$ cat src/rtl/assert_macros.svh
// assertion macros shared by the box filter rtl
`ifndef ASSERT_MACROS_SVH
`define ASSERT_MACROS_SVH

`ifndef SYNTHESIS

`define BXF_ASSERT(lbl, clk, rst_n, prop) \
    lbl: assert property (@(posedge clk) disable iff (!rst_n) prop) \
        else $error("bxf assertion failed");

`define BXF_ASSERT_NEVER(lbl, clk, rst_n, cond) \
    lbl: assert property (@(posedge clk) disable iff (!rst_n) !(cond)) \
        else $error("bxf assertion failed");

`else

`define BXF_ASSERT(lbl, clk, rst_n, prop)
`define BXF_ASSERT_NEVER(lbl, clk, rst_n, cond)

`endif

`endif

$ cat src/rtl/bxf_pkg.sv
// types, constants and helpers of the 3x3 box filter
`default_nettype none

package bxf_pkg;

    localparam int PIXEL_BITS     = 8;
    localparam int CFG_BITS       = 11;
    localparam int CFG_INDEX_BITS = 1;

    localparam logic [CFG_INDEX_BITS-1:0] REG_IMAGE_WIDTH  = 1'b0;
    localparam logic [CFG_INDEX_BITS-1:0] REG_IMAGE_HEIGHT = 1'b1;

    localparam logic [CFG_BITS-1:0] RESET_SIZE = 11'd400;

    localparam int HEIGHT_LIMIT = 1024;
    localparam int ROW_BITS     = $clog2(HEIGHT_LIMIT);

    // one column of three pixels, and a full window of nine
    localparam int COLSUM_BITS = 10;
    localparam int SUM_BITS    = 12;

    // floor(x / 9) == (x * 1821) >> 14 for every x below 3276
    localparam int DIV9_RECIP = 1821;
    localparam int DIV9_SHIFT = 14;
    localparam int PROD_BITS  = SUM_BITS + 11;

    localparam int QUEUE_DEPTH     = 8;
    localparam int QUEUE_PTR_BITS  = $clog2(QUEUE_DEPTH);

    typedef struct packed {
        logic [PIXEL_BITS-1:0] pixel_out;
        logic                  last_of_run;
        logic                  row_end;
        logic                  frame_end;
    } result_t;

    typedef struct packed {
        logic [SUM_BITS-1:0] sum;
        logic                last_of_run;
        logic                row_end;
        logic                frame_end;
    } sum_res_t;

    typedef struct packed {
        logic [1:0] count;
        result_t    r0;
        result_t    r1;
    } push_t;

    function automatic logic [PIXEL_BITS-1:0] div9(input logic [SUM_BITS-1:0] sum);
        logic [PROD_BITS-1:0] prod;
        prod = PROD_BITS'(sum) * PROD_BITS'(DIV9_RECIP);
        return prod[DIV9_SHIFT +: PIXEL_BITS];
    endfunction

endpackage

`default_nettype wire

$ cat src/rtl/bxf_rsp_if.sv
// output channel of the box filter: filtered pixel and markers
`default_nettype none

interface bxf_rsp_if;
    logic                            valid;
    logic                            ready;
    logic [bxf_pkg::PIXEL_BITS-1:0]  pixel_out;
    logic                            last_of_run;
    logic                            row_end;
    logic                            frame_end;

    modport source (output valid, output pixel_out, output last_of_run,
                    output row_end, output frame_end, input ready);
    modport sink (input valid, input pixel_out, input last_of_run,
                  input row_end, input frame_end, output ready);
endinterface

`default_nettype wire

$ cat src/rtl/bxf_out_queue.sv
// result queue that takes up to two items a cycle and feeds the output channel
`default_nettype none

`include "assert_macros.svh"

module bxf_out_queue (
    input  wire logic                              clk,
    input  wire logic                              rst_n,
    input  wire bxf_pkg::push_t                    push,
    output logic [bxf_pkg::QUEUE_PTR_BITS:0]       level,
    bxf_rsp_if.source                              rsp
);

    localparam int QPB = bxf_pkg::QUEUE_PTR_BITS;

    bxf_pkg::result_t entries_reg [bxf_pkg::QUEUE_DEPTH];
    logic [QPB-1:0]   wr_ptr_reg;
    logic [QPB-1:0]   wr_ptr_next;
    logic [QPB-1:0]   rd_ptr_reg;
    logic [QPB-1:0]   rd_ptr_next;
    logic [QPB:0]     count_reg;
    logic [QPB:0]     count_next;
    logic             pop;
    bxf_pkg::result_t head;

    assign head            = entries_reg[rd_ptr_reg];
    assign rsp.valid       = (count_reg != '0);
    assign rsp.pixel_out   = head.pixel_out;
    assign rsp.last_of_run = head.last_of_run;
    assign rsp.row_end     = head.row_end;
    assign rsp.frame_end   = head.frame_end;
    assign pop             = rsp.valid && rsp.ready;
    assign level           = count_reg;

    always_comb
    begin
        wr_ptr_next = wr_ptr_reg + QPB'(push.count);
        rd_ptr_next = rd_ptr_reg + QPB'(pop);
        count_next  = count_reg + (QPB+1)'(push.count) - (QPB+1)'(pop);
    end

    always_ff @(posedge clk or negedge rst_n)
    begin
        if (!rst_n)
        begin
            wr_ptr_reg <= '0;
            rd_ptr_reg <= '0;
            count_reg  <= '0;
        end
        else
        begin
            wr_ptr_reg <= wr_ptr_next;
            rd_ptr_reg <= rd_ptr_next;
            count_reg  <= count_next;
        end
    end

    always_ff @(posedge clk)
    begin
        if (push.count != 2'd0)
        begin
            entries_reg[wr_ptr_reg] <= push.r0;
        end
        if (push.count == 2'd2)
        begin
            entries_reg[QPB'(wr_ptr_reg + QPB'(1))] <= push.r1;
        end
    end

    `BXF_ASSERT(a_no_overflow, clk, rst_n, ((QPB+2)'(count_reg) + (QPB+2)'(push.count)) <= (QPB+2)'(bxf_pkg::QUEUE_DEPTH))
    `BXF_ASSERT(a_ptr_gap, clk, rst_n, QPB'(wr_ptr_reg - rd_ptr_reg) == count_reg[QPB-1:0])
    `BXF_ASSERT(a_level_range, clk, rst_n, count_reg <= (QPB+1)'(bxf_pkg::QUEUE_DEPTH))

endmodule

`default_nettype wire

$ cat src/flat_wrapper.sv
// flat-port wrapper written by rule: the top's interface ports become plain ports
module bxf_out_queue_flat 
  (clk, rst_n, push, level, rsp_valid, rsp_pixel_out, rsp_last_of_run, rsp_row_end, rsp_frame_end, rsp_ready);
  bxf_rsp_if rsp_i ();
  input  wire logic clk;
  input  wire logic rst_n;
  input  wire bxf_pkg::push_t push;
  output logic [bxf_pkg::QUEUE_PTR_BITS:0] level;
  output wire logic [$bits(rsp_i.valid)-1:0] rsp_valid;
  output wire logic [$bits(rsp_i.pixel_out)-1:0] rsp_pixel_out;
  output wire logic [$bits(rsp_i.last_of_run)-1:0] rsp_last_of_run;
  output wire logic [$bits(rsp_i.row_end)-1:0] rsp_row_end;
  output wire logic [$bits(rsp_i.frame_end)-1:0] rsp_frame_end;
  input wire logic [$bits(rsp_i.ready)-1:0] rsp_ready;
  assign rsp_valid = rsp_i.valid;
  assign rsp_pixel_out = rsp_i.pixel_out;
  assign rsp_last_of_run = rsp_i.last_of_run;
  assign rsp_row_end = rsp_i.row_end;
  assign rsp_frame_end = rsp_i.frame_end;
  assign rsp_i.ready = rsp_ready;
  bxf_out_queue u_core (.clk(clk), .rst_n(rst_n), .push(push), .level(level), .rsp(rsp_i));
endmodule
$ cat config.mk
export PLATFORM = sky130hd
export DESIGN_NAME = bxf_out_queue_flat
export DESIGN_NICKNAME = d
export VERILOG_FILES = /design/src/rtl/bxf_pkg.sv /design/src/rtl/bxf_rsp_if.sv /design/src/rtl/bxf_out_queue.sv /design/src/flat_wrapper.sv
export VERILOG_INCLUDE_DIRS = /design/src /design/src/rtl
export SDC_FILE = /design/constraint.sdc
export NUM_CORES = 1
export LEC_CHECK = 0
export BUFFER_PORTS_ARGS = -buffer_cell sky130_fd_sc_hd__buf_4
export CAP_MARGIN = 40
export CORE_UTILIZATION = 60
export DETAILED_ROUTE_END_ITERATION = 16
export PLACE_DENSITY = 0.8
export SKIP_CTS_REPAIR_TIMING = 1
export SLEW_MARGIN = 10
export SYNTH_ARGS = -nofsm -noshare
export SYNTH_HDL_FRONTEND = slang
export SYNTH_SLANG_ARGS = --single-unit
$ cat constraint.sdc
create_clock -name clk -period 2.59 [get_ports clk]
set_clock_uncertainty 0.1 [all_clocks]
set_input_delay 0.259 -clock clk [delete_from_list [all_inputs] [get_ports clk]]
set_output_delay 0.259 -clock clk [all_outputs]
set_load 0.02 [all_outputs]
## Word-level counts from Yosys, hierarchy flattened

Memories as Yosys holds them, arrays and structs flattened.
Index checks and enable logic that the tools add are counted.

- Add/sub/neg operators: 5
- Equality and inequality tests: 1
- Multiplexer cells: 4
- Reductions and logical operators: 3

Operators with widths:

| kind | number |
|---|---|
| 4-bit by 2-bit adder with 4-bit output | 1 |
| 1-bit two-way mux | 4 |
| 4-bit nonzero test | 1 |
| 4-bit by 1-bit subtractor with 4-bit output | 1 |
| 3-bit by 1-bit adder with 3-bit output | 1 |
| 3-bit by 1-bit adder with 3-bit output, second input constant | 1 |
| 3-bit by 2-bit adder with 3-bit output | 1 |
| 2-bit equality test, second input constant | 1 |
| 2-bit nonzero test | 1 |
| 1-bit logical AND | 1 |

- Register bits after elaboration: 10
- Bits in writable memories: 88
- Input port bits: 27
- Output and inout bits: 16
- Word-level logic and storage cells: 17
- Memories kept: 1

Memories:

| name | words | width | read ports | clocked after Yosys merged registers in | write ports | RTL line | source |
|---|---|---|---|---|---|---|---|
| u_core.entries_reg | 8 | 11 | 1 | 0 | 2 | bxf_out_queue.sv:16 | `bxf_pkg::result_t entries_reg [bxf_pkg::QUEUE_DEPTH];` |

## Depth between registers and ports, before layout

Gate-level depths: netlist of run 1.

- Word-level depth: 3
- Mapped depth: 9
- Gate-level depth less buffers: 9

## Worst setup path before layout of run 1

Ideal clock, no wire load.

- Path type: register to register
- From: register u_core.count_reg[2], in the netlist u_core.level[2]
- To: register u_core.count_reg[3], in the netlist u_core.level[3]
- Library setup time: 0.079 ns
- Data arrival time: 2.135 ns
- Required time: 2.411 ns
- Path slack: 0.276 ns
- Cell stages (with the launch flop): 10
- Path buffers: 0
- Period minus slack after synthesis: 2.314 ns
- Cell sequence: dfrtp_1 -> inv_1 -> ha_1 -> or3b_2 -> nand2_1 -> or2_2 -> ha_1 -> a21o_1 -> a21oi_1 -> xor2_1

- Longest elaborated chain between the ends: 3
- Elaborated cells between the ends (all ways): 4
- Those cells by class: add/sub (2); reduce/logical (2)

RTL lines:

| what | RTL line | source |
|---|---|---|
| start: declaration | bxf_out_queue.sv:21 | `logic [QPB:0] count_reg;` |
| start signal: assignment | bxf_out_queue.sv:54 | `count_reg <= count_next;` |
| 4-bit nonzero test | bxf_out_queue.sv:27 | `assign rsp.valid = (count_reg != '0);` |
| via rsp_valid | flat_wrapper.sv:9 | `output wire logic [$bits(rsp_i.valid)-1:0] rsp_valid;` |
| 1-bit logical AND | bxf_out_queue.sv:32 | `assign pop = rsp.valid && rsp.ready;` |
| 4-bit by 1-bit subtractor with 4-bit output | bxf_out_queue.sv:39 | `count_next = count_reg + (QPB+1)'(push.count) - (QPB+1)'(pop);` |
| via u_core.count_next[3] | bxf_out_queue.sv:22 | `logic [QPB:0] count_next;` |

The timed path passes the listed nets, and every way through them passes these cells.

## Worst setup path after layout of run 1

- From: register u_core.rd_ptr_reg[0]
- To: output port rsp_pixel_out[0]

- Longest elaborated chain between the ends: 1

RTL lines:

| what | RTL line | source |
|---|---|---|
| start: declaration | bxf_out_queue.sv:19 | `logic [QPB-1:0] rd_ptr_reg;` |
| start signal: assignment | bxf_out_queue.sv:53 | `rd_ptr_reg <= rd_ptr_next;` |
| memory read 8 x 11 bit | - |  |
| end: declaration | flat_wrapper.sv:10 | `output wire logic [$bits(rsp_i.pixel_out)-1:0] rsp_pixel_out;` |

No other way between the ends.

==> impl_metrics.yaml, run 1 <==
status:
  status: "finished clean"
sta:
  slew_headroom: 0.542
  rsz0062_at_grt: "false"
  tightest_slew_ps: 686
  holdWs_ps: 96.9
  period_minus_slack_ps: 2400
  setup-tns-final_ps: 0
  hold_viol_final: 0
  slew_viol_final: 0
  finalSetupViolations: 0
  fmax_mhz: 416
  period_share: 0.927
logic_synthesis:
  yosys.area.top_type: "edfxtp_1"
  syn-instance-count: 295
  synth-seq-cells: 98
  ys_types: 33
  synthAdderAreaFrac: 0.0273
  ys_seq_area_frac: 0.564
  synth-xor-area-share: 0.0149
  syn_nets: 332
  synth_edf_count: 88
  synth_top_area_frac: 0.515
  synthTopCellsByArea: "edfxtp_1 52%, mux2_2 21%, mux4_1 9.2%, dfrtp_1 4.9%, ha_1 2.0%"
  syn_avg_cell_area_um2: 17.4
  synth_simple_gate_area_frac: 0.0237
  synthFlopType: "edfxtp_1"
  yosysWarnings: 0
  async_flop_share: 0.102
  synth.mux.area_fraction: 0.329
  synth_top_family_by_area: "multiplexers"
  syn_area_um2: 5130
  synth_compound_area_frac: 0.0141
floorplan:
  die_area_um2: 8920
  die_w_um: 94.5
  start_util: 0.621
  fp.coreArea_um2: 8260
  ioPinCount: 43
  num_rows: 33
  die_y_um: 94.5
worst_setup_path:
  criticalPathCategory: "flip-flop to primary output"
  required_ps: 2230
  cp_data_arrival_time_ps: 2040
  crit_fanout: 14
  end_kind: "primary output"
  start_kind: "flip-flop"
grt:
  grt_usage: 0.267
  first_global_vias: 2916
  antenna_found_initial: 0
  grt_pass1_wl_mm: 16.6
  grt_overflow: 0
  grt_max_degree: 24
clock_network:
  cts_tree: "done"
  htree_levels: 3
  worstSkewPairLatency_ps: 360
  clkSinkCount: 98
  clk_pin_slew_ps: 90
  root_buffer: "clkbuf_8"
  cts_buffer_depth: 2
  cts_buffers: 9
cells_and_area:
  layoutNonFillerInstCount: 473
  finish.utilization: 0.716
  fill_cells: 547
  design_area_um2: 5910
  largest_register_ffs: 88
  area_growth_pct: 15.2
  n_antenna_cell: 0
  nNetsFinal: 400
  drive_above_1_share: 0.535
detailed_routing:
  drc_errors: 0
  drtIter0Drc: 173
  drt-wirelength-per-cell_um: 23.0
  vias_per_cell: 6.08
  finalWirelength_mm: 10.9
  drt-pass1-iter-count: 4
  vias: 2875
  ant_nets: 0
placed_design:
  hpwl_mm: 7.48
  placedInstanceArea_um2: 5710
  gp_congestion: 0.944
  dp.cells: 456
  io_buffers: 42
power:
  p_per_area_nw_per_um2: 1080
  peakVddDrop_v: 0.000548
  p_leak_nw: 2.22
min_path:
  holdCritPathClass: "primary input to flip-flop"
run:
  cap_violations: 0
[cell families (layout without fill, tap and decap cells)]
| family | Yosys count | after routing |
|---|---|---|
| xor+xnor | 7 | 7 |
| simple gates | 20 | 20 |
| compound gates | 12 | 12 |
| mux | 122 | 122 |
| buf+inv | 26 | 99 |
| fa+ha+maj | 10 | 10 |
| flops | 98 | 98 |
[metrics by stage]
| stage | total power [mW] | setup WS [ps] |
|---|---|---|
| after floorplan | 4.41 | 276 |
| after global placement | 5.40 | 290 |
| after detailed placement | 5.48 | 230 |
| after CTS | 6.44 | 159 |
| after global routing | 6.72 | 92.2 |
| final | 6.40 | 188 |
[layout make-up]
| type | count | area, um^2 | area share |
|---|---|---|---|
| multi-input cells | 171 | 2110 | 0.357 |
| flip-flops and latches | 98 | 2890 | 0.490 |
| repair buffers | 72 | 543 | 0.0919 |
| well taps | 105 | 131 | 0.0222 |
| clock inverters | 7 | 68.8 | 0.0116 |
| clock buffers | 9 | 124 | 0.0210 |
| inverters | 11 | 41.3 | 0.00699 |
[layer usage]
layer	vias up	routed length (um)	global-route usage
li1	1323	-	-
met1	1455	4580	0.358
met4	0	96	0.0985
met5	-	0	0
met2	90	5590	0.446
met3	7	625	0.0411
[synthesized netlist by cell type, drive strengths merged (2+ instances only)]
cell type and n:
mux4 22, and4bb 2, fa 2, nand2 9
nor2 3, edfxtp 88, ha 8, o21ai 5
buf 13, xor2 3, xnor2 4, o31ai 2
dfrtp 10, clkbuf 2, mux2 99, inv 11
o22ai 2
[placed cells by master (no fill, tap or decap), types with 4 or more instances in the layout]
cell and count:
mux2_2 97, edfxtp_1 88, buf_4 71, mux4_1 18, inv_1 11, dfrtp_1 10
nand2_1 9, clkbuf_8 9, ha_1 8, mux4_2 4, o21ai_1 4
[critical path, cell delays in order (launching register included)]
cell and delay, ps:
dfrtp_1 350, buf_4 280, mux4_1 620, mux2_2 280, buf_4 160
[where the power goes]
part	switching (mW)	internal, mW	leakage [nW]
clock network	0.524	0.445	0.0954
logic	1.46	1.41	1.20
registers	0.228	2.32	0.924
total	2.22	4.18	2.22
[final timing paths]
kind	startpoint	cells after the start	to	slack (ps)
min in group asynchronous	rst_n	2	u_core.wr_ptr_reg[0]	160
hold reg to reg	u_core.level[3]	3	u_core.level[3]	550
setup reg to reg	u_core.wr_ptr_reg[0]	5	u_core.entries_reg[4][5]	190
setup / recovery	u_core.rd_ptr_reg[0]	4	rsp_pixel_out[0]	190
hold / removal	push[22]	2	u_core.wr_ptr_reg[0]	100
max in group asynchronous	rst_n	2	u_core.level[1]	2080
Note: power is estimated with default switching activity, not from simulation.
==> inputs of run 2 (changes only) <==
- CORE_MARGIN: unset -> 5
- CORE_UTILIZATION: 60 -> 64
- MAX_ROUTING_LAYER: unset -> met4
- PLACE_DENSITY: 0.8 -> 0.85
- clock period: 2.59 -> 2.89 ns (I/O delays scaled with it)
==> run 2 against run 1 <==
First-iteration DRC count is 22% lower. Wire length is 0.48% higher. Critical endpoint is now rsp_frame_end. Die area is 11% higher. Largest power group unchanged. Clock power is 11% lower. Non-clock buffer count is 5 lower. Sequential share of layout area is 0.41 points higher. Via count is 1.1% higher.
==> impl_metrics.yaml, run 2 (synthesized netlist as in run 1, its figures left out) <==
min_path:
  worstHoldStart: "push[22]"
  whs_path_depth: 2
  holdPathEnd: "u_core.level[0]"
  holdCritPathClass: "primary input to flip-flop"
floorplan:
  ioPinCount: 43
  num_rows: 32
  die_area_um2: 9900
  start_util: 0.660
  fp.coreArea_um2: 7770
  die_y_um: 99.5
  die_w_um: 99.5
cells_and_area:
  final_cell_mix: "97 x mux2_2, 88 x edfxtp_1, 66 x buf_4"
  nNetsFinal: 395
  multi_input_area_um2: 2110
  largest_register_ffs: 88
  n_antenna_cell: 0
  layoutNonFillerInstCount: 465
  area_growth_pct: 14.3
  ff_latch_area_um2: 2890
  drive_above_1_share: 0.518
  layout_commonest_cell: "mux2_2"
  fill_cells: 502
clock_network:
  clk_pin_slew_ps: 90
  clkSinkCount: 98
  cts_tree: "done"
  root_buffer: "clkbuf_8"
  worstSkewPairLatency_ps: 350
  cts_buffers: 9
  htree_levels: 3
  cts_buffer_depth: 2
grt:
  antenna_found_initial: 0
  first_global_vias: 2998
  grt_max_degree: 25
  grt_pass1_wl_mm: 17.0
  grt_overflow: 0
  grt_usage: 0.242
sta:
  fmax_mhz: 389
  setup-tns-final_ps: 0
  holdWs_ps: 122
  period_minus_slack_ps: 2570
  finalSetupViolations: 0
  rsz0062_at_grt: "false"
  slew_viol_final: 0
  period_share: 0.890
  hold_viol_final: 0
  tightest_slew_ps: 724
  slew_headroom: 0.517
detailed_routing:
  drc_errors: 0
  drtIter0Drc: 135
  drt-pass1-iter-count: 5
  drt-wirelength-per-cell_um: 23.5
  vias_per_cell: 6.25
  vias: 2906
  ant_nets: 0
  finalWirelength_mm: 10.9
worst_setup_path:
  criticalPathCategory: "flip-flop to primary output"
  regToRegStartpoint: "u_core.wr_ptr_reg[0]"
  worst_r2r_path_depth: 5
  cp_data_arrival_time_ps: 2180
  crit_fanout: 24
  start_kind: "flip-flop"
  required_ps: 2500
  r2r-end: "u_core.entries_reg[5][0]"
  end_kind: "primary output"
  ff2ff_setup_slack_ps: 340
placed_design:
  hpwl_mm: 7.29
  io_buffers: 42
  gp_congestion: 0.821
  dp.cells: 448
status:
  status: "finished clean"
power:
  p_per_area_nw_per_um2: 968
  p_leak_nw: 2.19
  peakVddDrop_v: 0.000733
run:
  cap_violations: 0
[run 2: cell type report]
cell class,instances,share of cell area
multi-input cells,171,0.360
repair buffers,67,0.0863
well taps,102,0.0218
flip-flops and latches,98,0.494
clock buffers,11,0.0224
clock inverters,5,0.00918
inverters,11,0.00705
[run 2: worst max-delay path, stage by stage (launching register included)]
cell     delay (ps)
dfrtp_1         340
buf_4           380
mux4_1          650
mux2_2          280
buf_4           160
[run 2: layer usage]
layer | vias to the layer above | global-route usage | wire length (um)
met4 | 0 | 0.0662 | 106
met3 | 9 | 0.0295 | 407
met1 | 1517 | 0.318 | 4610
met5 | - | - | 0
met2 | 73 | 0.402 | 5820
li1 | 1307 | - | -
[run 2: per-stage QoR]
stage                      util  area [um^2]  setup WS (ps)  power [mW]
final                     0.755         5860            317        5.67
after global routing      0.755         5860            240        5.96
after CTS                 0.753         5850            300        5.70
after detailed placement  0.729         5670            398        4.84
after global placement    0.728         5660            449        4.76
after floorplan               -         5130            576        3.95
[run 2: how the worst max path moves through the flow]
stage | from | end | slack [ps]
detailed placement | u_core.wr_ptr_reg[0] | u_core.entries_reg[5][8] | 400
global route | u_core.wr_ptr_reg[0] | u_core.entries_reg[5][0] | 240
floorplan | u_core.level[2] | u_core.level[3] | 580
global placement | u_core.wr_ptr_reg[0] | u_core.entries_reg[5][9] | 450
CTS | u_core.rd_ptr_reg[0] | rsp_frame_end | 300
finish | u_core.rd_ptr_reg[0] | rsp_frame_end | 320
[run 2: power breakdown]
part / total, mW / internal (mW) / switching, mW / leakage [nW]
clock network: 0.859 / 0.399 / 0.460 / 0.0890
logic: 2.53 / 1.23 / 1.30 / 1.17
registers: 2.29 / 2.08 / 0.202 / 0.924
